**src/hdl/imh_pkg.sv**
```systemverilog
`timescale 1ns / 1ps

package imh_pkg;

  localparam int unsigned NumStages = 7;

  localparam logic [63:0] InvMul21  = 64'd14933078535860113213;
  localparam logic [63:0] InvMul265 = 64'd15244667743933553977;

  localparam int unsigned ShiftA = 21;
  localparam int unsigned XsA    = 24;
  localparam int unsigned XsB    = 14;
  localparam int unsigned XsC    = 28;
  localparam int unsigned ShiftD = 31;

  // Stage indexes of the pipeline.
  localparam int unsigned StgPrep   = 0;
  localparam int unsigned StgMulA   = 1;
  localparam int unsigned StgMulB   = 2;
  localparam int unsigned StgMulC   = 3;
  localparam int unsigned StgJoin   = 4;
  localparam int unsigned StgUndoA  = 5;
  localparam int unsigned StgFinish = 6;

  localparam logic ActForward = 1'b0;
  localparam logic ActInverse = 1'b1;

  // One pipeline word. p0..p2 carry the partial products of a split
  // 64-bit multiply, and p0 also holds a temporary of the last inverse step.
  typedef struct packed {
    logic        action;
    logic [63:0] x;
    logic [63:0] p0;
    logic [31:0] p1;
    logic [31:0] p2;
  } word_t;

  function automatic logic [63:0] width_mask(logic [5:0] k);
    logic [6:0] bits;
    bits = {k, 1'b0};
    if (k[5]) begin
      return '1;
    end
    return (64'd1 << bits) - 64'd1;
  endfunction

  // Low 64 bits of x * c need only three 32 x 32 products.
  function automatic word_t mul_split(word_t d, logic [63:0] c);
    word_t r;
    r = d;
    r.p0 = 64'(d.x[31:0] * c[31:0]);
    r.p1 = 32'(d.x[63:32] * c[31:0]);
    r.p2 = 32'(d.x[31:0] * c[63:32]);
    return r;
  endfunction

  function automatic logic [63:0] mul_join(word_t d);
    logic [31:0] mid;
    mid = d.p1 + d.p2;
    return d.p0 + {mid, 32'd0};
  endfunction

  function automatic word_t stage_fn(int unsigned idx, word_t d, logic [63:0] m);
    word_t       r;
    logic [63:0] x;
    logic [63:0] t;
    r = d;
    x = d.x;
    t = '0;
    case (idx)
      StgPrep: begin
        if (d.action == ActForward) begin
          r.x = (~x + (x << ShiftA)) & m;
        end else begin
          x = x & m;
          t = x - (x << ShiftD);
          r.x = (x - (t << ShiftD)) & m;
        end
      end
      StgMulA: begin
        if (d.action == ActForward) begin
          x = x ^ (x >> XsA);
          r.x = ((x << 8) + (x << 3) + x) & m;
        end else begin
          t = x ^ (x >> XsC);
          r.x = x ^ (t >> XsC);
          r = mul_split(r, InvMul21);
        end
      end
      StgMulB: begin
        if (d.action == ActForward) begin
          x = x ^ (x >> XsB);
          r.x = ((x << 4) + (x << 2) + x) & m;
        end else begin
          // Four rounds rebuild a right xorshift by 14 over 64 bits.
          x = mul_join(d) & m;
          t = x ^ (x >> XsB);
          t = x ^ (t >> XsB);
          t = x ^ (t >> XsB);
          r.x = x ^ (t >> XsB);
        end
      end
      StgMulC: begin
        if (d.action == ActForward) begin
          x = x ^ (x >> XsC);
          r.x = (x + (x << ShiftD)) & m;
        end else begin
          r = mul_split(d, InvMul265);
        end
      end
      StgJoin: begin
        if (d.action == ActInverse) begin
          x = mul_join(d) & m;
          t = x ^ (x >> XsA);
          r.x = x ^ (t >> XsA);
        end
      end
      StgUndoA: begin
        if (d.action == ActInverse) begin
          t = ~x;
          t = ~(x - (t << ShiftA));
          t = ~(x - (t << ShiftA));
          r.p0 = t;
        end
      end
      StgFinish: begin
        if (d.action == ActInverse) begin
          r.x = ~(x - (d.p0 << ShiftA)) & m;
        end
      end
      default: begin
        r = d;
      end
    endcase
    return r;
  endfunction

endpackage

```
**src/hdl/imh_stage.sv**
```systemverilog
`timescale 1ns / 1ps

module imh_stage #(
  parameter int unsigned STAGE = 0
) (
  input  logic           clk,
  input  logic           rst,
  input  logic           en,
  input  logic           vld_in,
  input  imh_pkg::word_t d,
  input  logic [63:0]    mask,
  output logic           vld,
  output imh_pkg::word_t q
);

  imh_pkg::word_t q_next;

  always_comb begin
    q_next = imh_pkg::stage_fn(STAGE, d, mask);
  end

  always_ff @(posedge clk) begin
    if (rst) begin
      vld <= 1'b0;
    end else if (en) begin
      vld <= vld_in;
    end
  end

  always_ff @(posedge clk) begin
    if (en) begin
      q <= q_next;
    end
  end

endmodule

```
**config.mk**
```make
export PLATFORM = sky130hd
export DESIGN_NAME = imh_stage
export DESIGN_NICKNAME = d
export VERILOG_FILES = /design/src/hdl/imh_pkg.sv /design/src/hdl/imh_stage.sv
export SDC_FILE = /design/constraint.sdc
export NUM_CORES = 1
export LEC_CHECK = 0
export BUFFER_PORTS_ARGS = -buffer_cell sky130_fd_sc_hd__buf_4
export CORE_MARGIN = 10
export CORE_UTILIZATION = 45
export CTS_CLUSTER_DIAMETER = 150
export DETAILED_ROUTE_END_ITERATION = 10
export GPL_ROUTABILITY_DRIVEN = 1
export PLACE_DENSITY = 0.73
export SYNTH_ARGS = -nofsm -noshare
export SYNTH_HDL_FRONTEND = slang
export SYNTH_SLANG_ARGS = --single-unit
export TNS_END_PERCENT = 5
```
**constraint.sdc**
```tcl
create_clock -name clk -period 3.4 [get_ports clk]
set_input_delay 0.34 -clock clk [delete_from_list [all_inputs] [get_ports clk]]
set_output_delay 0.34 -clock clk [all_outputs]
set_load 0.1 [all_outputs]
```
[Word-level counts from Yosys, hierarchy flattened]
Cells that the tools add are included.
Widths: inputs -> output; s select.
Word-level totals
  register bits after elaboration: 194
  input port bits: 261
  output and inout bits: 194
  logic and storage cells: 14
Operators by class
  add/subtract/negate cells: 3
  mux-type cells: 1
  bitwise logic cells: 4
Operators with widths (number)
  $and 64x64->64: 3
  $add 64x64->64: 1
  $mux 64: 1
  $not 64->64: 1
  $sub 64x64->64: 1
  $sub 33x33->33: 1

[Logic depth before layout (Yosys ltp)]
Gate-level depths: netlist of run 1.
  word-level depth: 5
  gate-level depth with buffers: 13
  mapped depth without buffers: 13

[Worst setup path before layout of run 1]
No wires, ideal clock.
  path kind: input to register
  start point: in d[149] (netlist name)
  end point: reg q[163] (netlist name), data pin
  setup time: 0.259 ns
  arrival: 2.617 ns
  data required time: 3.141 ns
  slack: 0.524 ns
  stages on the path: 12
  buffers on the path: 0
  path through: inv_1 -> ha_1 -> fa_1 -> a211oi_1 -> o211ai_2 -> a31o_2 -> a21oi_1 -> nor2b_1 -> o21a_1 -> o41ai_1 -> or4b_2 -> nand3_1
RTL lines
  from (decl): line imh_stage.sv:10  | input imh_pkg::word_t d,
  to (signal assigned): line imh_stage.sv:32  | q <= q_next;
  to (decl): line imh_stage.sv:13  | output imh_pkg::word_t q

==> results of run 1 <==
## flip-flops by register name, indices dropped and copies added, names as in the netlist
register,flops
q,193
vld,1
## report_power, final
part           switching, mW  total (mW)  leakage [nW]  internal, mW
combinational           2.46        3.40          4.96         0.939
sequential            0.0651        2.94          1.89          2.88
clock                   1.09        2.10         0.292          1.01
total                   3.62        8.44          7.14          4.82
## synthesized netlist by cell type, types with 5 or more instances
| library cell | count |
|---|---|
| a211o_1 | 5 |
| a211oi_1 | 15 |
| a21boi_0 | 6 |
| a21o_1 | 40 |
| a21oi_1 | 57 |
| a31oi_1 | 10 |
| and2_1 | 69 |
| and3_1 | 7 |
| clkbuf_1 | 13 |
| edfxtp_1 | 193 |
| ha_1 | 74 |
| inv_1 | 57 |
| mux2i_1 | 9 |
| nand2_1 | 109 |
| nand2b_1 | 6 |
| nand3_1 | 24 |
| nand4_1 | 15 |
| nor2_1 | 39 |
| nor2b_1 | 12 |
| nor3_1 | 14 |
| o211a_1 | 8 |
| o211ai_1 | 10 |
| o21a_1 | 11 |
| o21ai_0 | 48 |
| o21ai_1 | 6 |
| o21bai_1 | 11 |
| xnor2_1 | 55 |
| xor2_1 | 28 |
## worst reg2reg max path: stages, from the launching register on
cell,delay (ns)
dfxtp_1,0.31
mux2i_1,0.12
nor2_1,0.05
## worst max path at each step
| stage | start | to | slack, ns | cells after the start |
|---|---|---|---|---|
| floorplan | d[149] | q[163]$_DFFE_PP_ | 0.52 | 12 |
| global placement | d[128] | q[163]$_DFFE_PP_ | 0.17 | 12 |
| detailed placement | d[128] | q[183]$_DFFE_PP_ | 0.13 | 16 |
| CTS | d[128] | q[177]$_DFFE_PP_ | 0.56 | 15 |
| global route | d[128] | q[177]$_DFFE_PP_ | 0.38 | 15 |
| finish | d[128] | q[177]$_DFFE_PP_ | 0.50 | 15 |
## layout make-up
type	instances	area, um^2	share of cell area (%)
inverter	58	218	1.38
tap	324	405	2.57
sequential	194	5820	36.8
timing repair buffer	481	3630	23.0
clock inverter	15	190	1.20
clock buffer	17	425	2.69
multi-input combinational	745	5110	32.3
antenna	1	2.50	0.0158
## metrics by stage
stage          util [%]  setup slack (ns)  instance area, um^2  hold WS (ns)
6_report           64.6             0.498                15800        0.0670
5_1_grt            64.6             0.381                15800        0.0435
4_1_cts            64.6             0.563                15800        0.0493
3_5_place_dp       62.0             0.127                15200         0.484
3_3_place_gp       62.0             0.170                15200         0.488
2_1_floorplan         -             0.524                11200         0.412
## cells in the final DEF (no fill, tap or decap), types with 28 or more instances in the layout
cell	count
buf_4	479
edfxtp_1	193
nand2_1	109
ha_1	74
and2_1	69
inv_1	57
a21oi_1	57
xnor2_1	55
o21ai_0	48
a21o_1	40
nor2_1	39
xor2_1	28
## cell families (layout without fill, tap and decap cells)
logic type               count (synthesis)  count (layout)  share of synthesized area, %
AO/OA/AOI/OAI                          263             263                          15.6
XOR/XNOR                                83              83                          6.48
adder cells (fa/ha/maj)                 76              76                          8.60
buffers and inverters                   79             571                          2.69
flip-flops                             194             194                          51.8
multiplexers                             9               9                         0.802
other                                    0               1                             0
AND/OR/NAND/NOR                        314             314                          14.0
## metal layers
layer  global-route usage, %  wire length [um]  vias up
li1                        -                 -     4709
met1                    32.2             17600     4805
met2                    48.8             23200      449
met3                    9.50              4270       85
met4                    11.2              1760        4
met5                       0                34        -
==> impl_metrics.ini, run 1 <==
[timing]
drv_slew = 0
fmax_mhz = 345
setup_viol = 0
worst_pin_slew_ns = 0.764
finalCritPeriodShare_pct = 85.3
fin_skew_ns = 0
hold_viol_final = 0
fin_crit_ns = 2.90
maxSlewHeadroom_pct = 49.1
rsz0062_at_grt = false
finalSetupTns_ns = 0

[floorplanning]
initial_utilization_pct = 45.9
die-area_um2 = 31700
ios = 455
core_area_um2 = 24500
die_w_um = 178
rows = 57
fp.dieH_um = 178

[run_status]
outcome = finished clean

[synth]
syn_area_per_cell_um2 = 11.0
synth_area_um2 = 11200
seq_area_frac_synth_pct = 51.8
synth_edf_count = 193
synth_cell_types = 65
ys_async_sr_fraction_pct = 0
yosysTopAreaCellShare_pct = 51.6
yosys.area.top_type = edfxtp_1
ys.flop_type = edfxtp_1
yosys_warnings = 0
syn_inst = 1018
ys_seq_elements = 194
synth_nets = 1355
ys_top_cells_by_area = edfxtp_1 (52%), ha_1 (8.2%), xnor2_1 (4.3%), and2_1 (3.8%), nand2_1 (3.6%)

[place]
gp_congestion = 0.979
hpwl_mm = 39.1
placed_cells = 1802
io_buffers = 454

[worst_hold_path]
holdPathEnd = q[126]$_DFFE_PP_
worst_hold_path_type = input pin to flip-flop
min_path_cells = 1
hp-start = d[126]

[global_route]
grt_max_degree = 84
grt-ovfl-total = 0
grt_pass1_vias = 10100
grt_pass1_wl_mm = 66.0
grt.total_usage_pct = 28.5
antenna_found_initial = 4

[clock_tree]
path_clk_slew_ns = 0.09
htree_levels = 4
cts-root-buf = clkbuf_16
cts_buffer_depth = 2
cts_tree = done
cts_made_buffers = 17
cts.repair.resized = 0
clock_latency_ns = 0.42
cts_sinks = 194
cts_setup_buffers = 0
ctsHoldBuffers = 0

[critical_path]
worstSetupStartpointType = input pin
path_buf_inv = 4
crit_top_cell = buf_4
rr_startpoint = vld$_SDFFE_PP0P_
path_max_fanout = 3
r2r_end = vld$_SDFFE_PP0P_
end_kind = flip-flop
crit_required_ns = 3.57
reg2reg_depth = 2
path_cells = buf_4, and2_1, ha_1, inv_1, fa_1, a211oi_1, buf_4, o211ai_1, a211oi_1, buf_4, nor3b_1, nand3_1, nand2_1, xor2_1, a311o_1
r2r_slack_ns = 2.81
critPathKind = input pin to flip-flop
cpPeakStageDelay_ns = 0.39
cp.arrival_ns = 3.07
crit_family = compound AO/OA/AOI/OAI gates
cpMaxStageDelayCell = fa_1

[final_layout]
areaGrowthSynthToFinish_pct = 40.7
fin_nets = 1834
fillers = 2060
finalNonFillerCells = 1835
drive_gt1_share_pct = 35.0

[detailed_routing]
dr.pass1.iters = 5
antenna_left = 0
viasPerCell = 5.48
vias = 10100
drtIter0Drc = 786
routed_wl_mm = 46.9
wl_per_cell_um = 25.6
drc = 0

[power]
power.density_nw_per_um2 = 534
ir_drop_mv = 0.299
power.leakage_nw = 7.14
power_mw = 8.44

[job]
maxCapViolCount = 0
Power figures use the tool's default switching activity.
==> run 2: changes to the inputs <==
Settings changed: PLACE_DENSITY 0.73 to 0.74.
==> impl_metrics.ini, run 2 (synthesis gave the netlist of run 1 again) <==
[critical_path]
cpMaxStageDelayCell = fa_1
end_kind = flip-flop
crit_family = compound AO/OA/AOI/OAI gates
path_buf_inv = 2
path_max_fanout = 4
critPathKind = input pin to flip-flop
path_cells = buf_4, inv_1, ha_1, fa_1, a211oi_1, o211ai_2, a31o_2, a21oi_1, nor2b_1, o21a_1, o41ai_1, or4b_2, nand3_1
cpPeakStageDelay_ns = 0.43
cp.arrival_ns = 3.04
worstSetupStartpointType = input pin
crit_required_ns = 3.60

[detailed_routing]
dr.pass1.iters = 5
drtIter0Drc = 808
routed_wl_mm = 48.2
antenna_left = 0
drc = 0
viasPerCell = 5.51
vias = 10100
wl_per_cell_um = 26.2

[clock_tree]
cts_tree = done
ctsHoldBuffers = 0
cts_setup_buffers = 0
cts_made_buffers = 17
cts_buffer_depth = 2
cts.repair.resized = 0
path_clk_slew_ns = 0.09
clock_latency_ns = 0.43
cts-root-buf = clkbuf_16
htree_levels = 4
cts_sinks = 194

[power]
ir_drop_mv = 0.287
power.density_nw_per_um2 = 535
power.leakage_nw = 7.14

[timing]
rsz0062_at_grt = false
hold_viol_final = 0
finalCritPeriodShare_pct = 83.7
fin_crit_ns = 2.84
maxSlewHeadroom_pct = 37.7
worst_pin_slew_ns = 0.935
fmax_mhz = 352
finalSetupTns_ns = 0
fin_skew_ns = 0
setup_viol = 0
drv_slew = 0

[place]
gp_congestion = 0.996
hpwl_mm = 40.2
place_area_um2 = 15200
io_buffers = 454
placed_cells = 1802

[final_layout]
drive_gt1_share_pct = 35.0
final_common_cell = buf_4
reg_top3 = q (193), vld (1)
most-common-layout-cells = buf_4 (479), edfxtp_1 (193), nand2_1 (109)
largest_reg_flops = 193
finish.instance_area_um2 = 15800
largest-register = q
fin_nets = 1834
areaGrowthSynthToFinish_pct = 40.7
finalNonFillerCells = 1835

[floorplanning]
die_w_um = 178
initial_utilization_pct = 45.9
core_area_um2 = 24500
ios = 455
die-area_um2 = 31700
fp.dieH_um = 178
rows = 57

[global_route]
grt_pass1_vias = 10100
grt.total_usage_pct = 29.2
grt_max_degree = 78
grt_pass1_wl_mm = 67.3
antenna_found_initial = 1
grt-ovfl-total = 0

[job]
maxCapViolCount = 0

[run_status]
outcome = finished clean

[worst_hold_path]
worst_hold_path_type = input pin to flip-flop
-- run 2: final cells by class --
| cell class | instances | area [um^2] |
|---|---|---|
| multi-input cells | 745 | 5110 |
| clock buffers | 17 | 425 |
| repair buffers | 481 | 3630 |
| inverters | 58 | 218 |
| diodes | 1 | 2.50 |
| fillers | 2035 | 8670 |
| clock inverters | 15 | 189 |
| flip-flops and latches | 194 | 5820 |
| well taps | 324 | 405 |
-- run 2: per-stage QoR --
stage	setup slack [ns]	total power [mW]	util [%]	hold slack [ns]
3_5_place_dp	0.103	6.39	62.0	0.494
5_1_grt	0.355	8.72	64.6	0.0361
3_3_place_gp	0.194	6.38	62.0	0.475
2_1_floorplan	0.524	5.36	-	0.412
6_report	0.555	8.44	64.6	0.0493
4_1_cts	0.571	8.48	64.6	0.0351
-- run 2: routing by layer --
layer / part of all wire [%] / vias up / track usage [%]
met4: 3.7 / 0 / 11.6
met1: 37 / 4832 / 33.0
met3: 9.3 / 77 / 8.90
li1: - / 4722 / -
met5: 0 / - / 0
met2: 50 / 475 / 50.3
-- run 2: path summary, 6_finish.rpt --
kind | slack, ns | cells after the start | start | to
max | 0.56 | 13 | d[149] | q[163]$_DFFE_PP_
min | 0.05 | 2 | rst | vld$_SDFFE_PP0P_
max reg2reg | 2.81 | 2 | vld$_SDFFE_PP0P_ | vld$_SDFFE_PP0P_
min reg2reg | 0.51 | 2 | vld$_SDFFE_PP0P_ | vld$_SDFFE_PP0P_
-- run 2: report_power, final --
group / switching, mW / internal (mW)
sequential: 0.0779 / 2.88
combinational: 2.46 / 0.940
clock: 1.08 / 1.00
total: 3.62 / 4.82
